[config.mk]
export PLATFORM = sky130hd
export DESIGN_NAME = xxh64_mul
export DESIGN_NICKNAME = d
export VERILOG_FILES = /design/src/hdl/xxh64_pkg.sv /design/src/hdl/xxh64_mul.sv
export SDC_FILE = /design/constraint.sdc
export NUM_CORES = 2
export LEC_CHECK = 0
export ABC_AREA = 1
export BUFFER_PORTS_ARGS = -buffer_cell sky130_fd_sc_hd__clkbuf_2
export CAP_MARGIN = 20
export CORE_MARGIN = 4
export CORE_UTILIZATION = 35
export DETAILED_ROUTE_END_ITERATION = 10
export REMOVE_ABC_BUFFERS = 1
export SLEW_MARGIN = 5
export SYNTH_ARGS = -nofsm -noshare
export SYNTH_HDL_FRONTEND = slang
export SYNTH_SLANG_ARGS = --single-unit
[constraint.sdc]
create_clock -name clk_i -period 9 [get_ports clk_i]
set_input_delay 0.45 -clock clk_i [delete_from_list [all_inputs] [get_ports clk_i]]
set_output_delay 0.45 -clock clk_i [all_outputs]
set_load 0.01 [all_outputs]
[src/hdl/xxh64_pkg.sv]
// Shared types, XXH64 prime constants and the rotate helper.
// Used by the multiply unit and the top level; depends on nothing.
package xxh64_pkg;

  typedef logic [63:0] u64_t;

  localparam u64_t PRIME1     = 64'd11400714785074694791;
  localparam u64_t PRIME2     = 64'd14029467366897019727;
  localparam u64_t PRIME3     = 64'd1609587929392839161;
  localparam u64_t PRIME4     = 64'd9650029242287828579;
  localparam u64_t PRIME5     = 64'd2870177450012600261;
  localparam u64_t SEED_RESET = 64'h717174414E000042;

  // Rotate left by a constant amount between 1 and 63
  function automatic u64_t rotl64(u64_t v, int unsigned s);
    return (v << s) | (v >> (64 - s));
  endfunction

endpackage

[src/hdl/xxh64_mul.sv]
// Shared 64x64 multiplier (low 64 bits of the product) built on one
// 32x32 multiplier, summing three partial products. Depends on xxh64_pkg.
module xxh64_mul (
  input  logic             clk_i,
  input  logic             rst_ni,
  input  logic             start_i,
  input  xxh64_pkg::u64_t  a_i,
  input  xxh64_pkg::u64_t  b_i,
  output logic             done_o,
  output xxh64_pkg::u64_t  result_o
);

  localparam logic [1:0] PH_IDLE = 2'd0;
  localparam logic [1:0] PH_LL   = 2'd1;
  localparam logic [1:0] PH_LH   = 2'd2;
  localparam logic [1:0] PH_HL   = 2'd3;

  logic [1:0]      phase_q, phase_d;
  xxh64_pkg::u64_t a_q, b_q;
  xxh64_pkg::u64_t acc_q, acc_d;
  logic [31:0]     mul_x, mul_y;
  logic [63:0]     prod;

  // Select the partial product for this phase
  always_comb begin
    unique case (phase_q)
      PH_LH: begin
        mul_x = a_q[31:0];
        mul_y = b_q[63:32];
      end
      PH_HL: begin
        mul_x = a_q[63:32];
        mul_y = b_q[31:0];
      end
      default: begin
        mul_x = a_q[31:0];
        mul_y = b_q[31:0];
      end
    endcase
  end

  assign prod = {32'd0, mul_x} * {32'd0, mul_y};

  // Accumulate partial products and advance the phase
  always_comb begin
    phase_d = phase_q;
    acc_d   = acc_q;
    unique case (phase_q)
      PH_IDLE: if (start_i) phase_d = PH_LL;
      PH_LL: begin
        acc_d   = prod;
        phase_d = PH_LH;
      end
      PH_LH: begin
        acc_d   = acc_q + {prod[31:0], 32'd0};
        phase_d = PH_HL;
      end
      default: phase_d = PH_IDLE;
    endcase
  end

  assign done_o   = (phase_q == PH_HL);
  assign result_o = acc_q + {prod[31:0], 32'd0};

  always_ff @(posedge clk_i or negedge rst_ni) begin
    if (!rst_ni) begin
      phase_q <= PH_IDLE;
    end else begin
      phase_q <= phase_d;
    end
  end

  // Hold operands and running sum
  always_ff @(posedge clk_i) begin
    if (phase_q == PH_IDLE && start_i) begin
      a_q <= a_i;
      b_q <= b_i;
    end
    acc_q <= acc_d;
  end

endmodule

==> impl_metrics.yaml <==
setup_path:
  slowest_stage: "fa_1"
  cp-start-kind: "flop"
  worstSetupEndpoint: "result_o[61]"
  reg2reg_slack_ns: -0.21
  crit_top_cell: "fa_1"
  crit_required_ns: 8.55
  cp.arrival_ns: 9.35
  r2r_start: "phase_q[0]"
  end_kind: "output port"
  cp_slowest_stage_delay_ns: 0.58
  crit_fanout: 8
  critical_path_class: "reg -> out"
  timing.rr.end: "acc_q[61]"
  crit_start: "phase_q[0]"
  ff2ff_path_depth: 45
drt:
  via_per_inst: 4.88
  ant_nets: 0
  drt-total-wl_mm: 152
  num_vias: 35800
  drc_errors: 0
  initialDrtViolationCount: 2559
  post_drt_wl_per_cell_um: 20.8
  first_pass_iters: 6
clock_network:
  clock_latency_ns: 0.56
  cts_made_buffers: 17
  clockBufferDepth: 2
  h-tree-depth: 4
  cts_sinks: 194
  cts.clk_slew.worst_paths_ns: 0.10
  cts_tree: "built"
  clockRootBuffer: "clkbuf_16"
timing:
  fin_crit_sh_pct: 109
  final_hold_viol_count: 0
  worst_pin_slew_ns: 0.854
  fin_skew_ns: 0.0181
  rsz0062_at_grt: "true"
  setup_violations: 25
  drv_slew: 0
  setup-tns-final_ns: -12.32
  worst_slack_ns: -0.804
  relSlewSlack_pct: 43.1
  min_period_ns: 9.80
  clock.fmax_mhz: 102
finish:
  fin_util_pct: 44.4
  area_delta_synth_final_pct: 25.2
  layout-drive-gt1-share_pct: 23.9
  nets: 7041
  n_antenna_cell: 0
  nFillCells: 11900
  fin_area_um2: 53500
floorplanning:
  fp.dieArea_um2: 128000
  pin_count: 196
  fp.dieW_um: 357
  initial_utilization_pct: 35.4
  row_count: 127
  dieHeight_um: 357
  core-area_um2: 120000
synthesis:
  synth_area_um2: 42700
  ys_seq_area_share_pct: 13.6
  synth-main-ff-cell: "edfxtp_1"
  synth_area_per_cell_um2: 8.45
  synthCells: 5050
  synth_cell_types: 46
  ys_ff_latch: 194
  synth_edf_count: 192
  ys_warn_count: 0
  async_flop_share_pct: 1.03
global_route:
  grtUsageMet3_pct: 5.08
  grtUsageMet2_pct: 39.6
  grt_max_degree: 68
  grt_usage_pct: 23.9
  antenna_found_initial: 3
  grt.busiest_layer: "met2"
  grtUsageMet1_pct: 31.1
  grt_pass1_wl_mm: 226
  grt_overflow: 0
  grt_pass1_vias: 36800
place:
  numPortBuffers: 195
  dp_hpwl_mm: 131
  dpl_cell_area_um2: 49400
  place.gp.congestion: 0.985
hold_path:
  hold_class: "in -> reg"
  hold_depth: 1
job:
  maxCapViolCount: 0
outcome:
  status: "finished with violations"
  violations: "setup timing"
-- metrics by stage --
| stage | std cells | setup slack [ns] | hold slack, ns |
|---|---|---|---|
| floorplan | 4834 | -2.65 | 0.154 |
| global placement | 7214 | -0.587 | 0.245 |
| detailed placement | 7214 | -0.649 | 0.247 |
| CTS | 7273 | -0.865 | 0.00380 |
| global route | 7338 | -1.19 | 0.0224 |
| finish | 7338 | -0.804 | 0.0549 |
-- cells by family (layout without fill, tap and decap cells) --
kind of cell | Yosys count | after routing | share of synthesized area, %
and+or+nand+nor | 1882 | 1882 | 17.3
AOI/OAI and AO/OA | 308 | 308 | 4.19
buffers and inverters | 1417 | 2093 | 13.0
adders and majority gates | 1197 | 1197 | 50.8
xor gates and xnor gates | 52 | 52 | 1.07
DFF | 194 | 194 | 13.6
-- area by class of cell --
class	count	area, um2	area share (%)
Multi-Input combinational cell	3439	33600	62.8
Timing Repair Buffer	860	6820	12.8
Clock buffer	17	425	0.796
Sequential cell	194	5820	10.9
Clock inverter	15	229	0.428
Tap cell	1612	2020	3.77
Inverter	1201	4550	8.52
-- flip-flops by register name (all words and copies together) (netlist names) --
name / count
a_q: 64
phase_q: 2
b_q: 64
acc_q: 64
-- layout by cell type, fill, tap and decap left out, types with 11 or more instances in the layout --
cell type / instances
nor2_1: 527
nor2_4: 35
a21oi_1: 69
buf_12: 36
o21ai_1: 23
buf_4: 557
xor2_2: 14
nand4_1: 12
clkbuf_16: 20
fa_2: 26
inv_1: 1133
fa_1: 871
buf_6: 63
nor3_1: 12
nand2_2: 62
edfxtp_1: 192
ha_4: 41
o21ai_0: 49
a21o_1: 11
xor2_1: 24
o21ai_2: 51
o21ai_4: 18
inv_2: 51
nand3_1: 88
o21bai_1: 11
nand2_1: 1029
ha_1: 258
a21oi_2: 36
nor2_2: 50
clkbuf_2: 183
nand2_4: 15
-- worst min path at each step --
stage            start  slack (ns)         end
3_3_place_gp    rst_ni        0.24  phase_q[0]
2_1_floorplan   rst_ni        0.15  phase_q[0]
5_1_grt         b_i[7]        0.02      b_q[7]
3_5_place_dp    rst_ni        0.25  phase_q[0]
6_report       a_i[25]        0.05     a_q[25]
4_1_cts         a_i[1]       0.004      a_q[1]
-- layer usage --
layer	wire length, um	part of all wire (%)
met5	0	0
met4	5890	3.9
met3	12200	8.0
met2	73200	48
met1	61100	40
-- worst max-delay path, delay by kind of cell (launching register included) --
| family | cells | cell delay [ns] |
|---|---|---|
| AO/OA/AOI/OAI | 1 | 0.08 |
| AND/OR/NAND/NOR | 13 | 1.09 |
| XOR/XNOR | 2 | 0.37 |
| adder cells (fa/ha/maj) | 11 | 4.97 |
| buffers and inverters | 18 | 1.85 |
| flip-flops | 1 | 0.38 |
-- Yosys cell counts, types with 12 or more instances --
cell type     n  area [um2]
o21bai_1     16         120
o21ai_2      25         219
inv_1      1185        4450
nor3_1       17        85.1
edfxtp_1    192        5770
nand2_1    1100        4130
fa_1        897       18000
a21oi_1     113         566
o21ai_1      13        65.1
nand3_1      98         490
ha_1        300        3750
clkbuf_1     97         364
nand4_1      12        75.1
nor2_1      610        2290
xor2_1       46         403
buf_2        81         405
buf_4        34         255
o21ai_0     102         510
-- what timing repair did --
action | CTS | global route
pin swaps | 48 | 115
setup endpoints to repair | 39 | 41
gates cloned | 3 | 3
buffers inserted | 22 | 67
resized for setup | 238 | 393
hold buffers | 2 | 0
endpoints found under the hold margin | 3 | 0
Power is left out: the tool's default activity adds up to more than one toggle a clock period on the data nets, which glitch-free logic cannot reach.
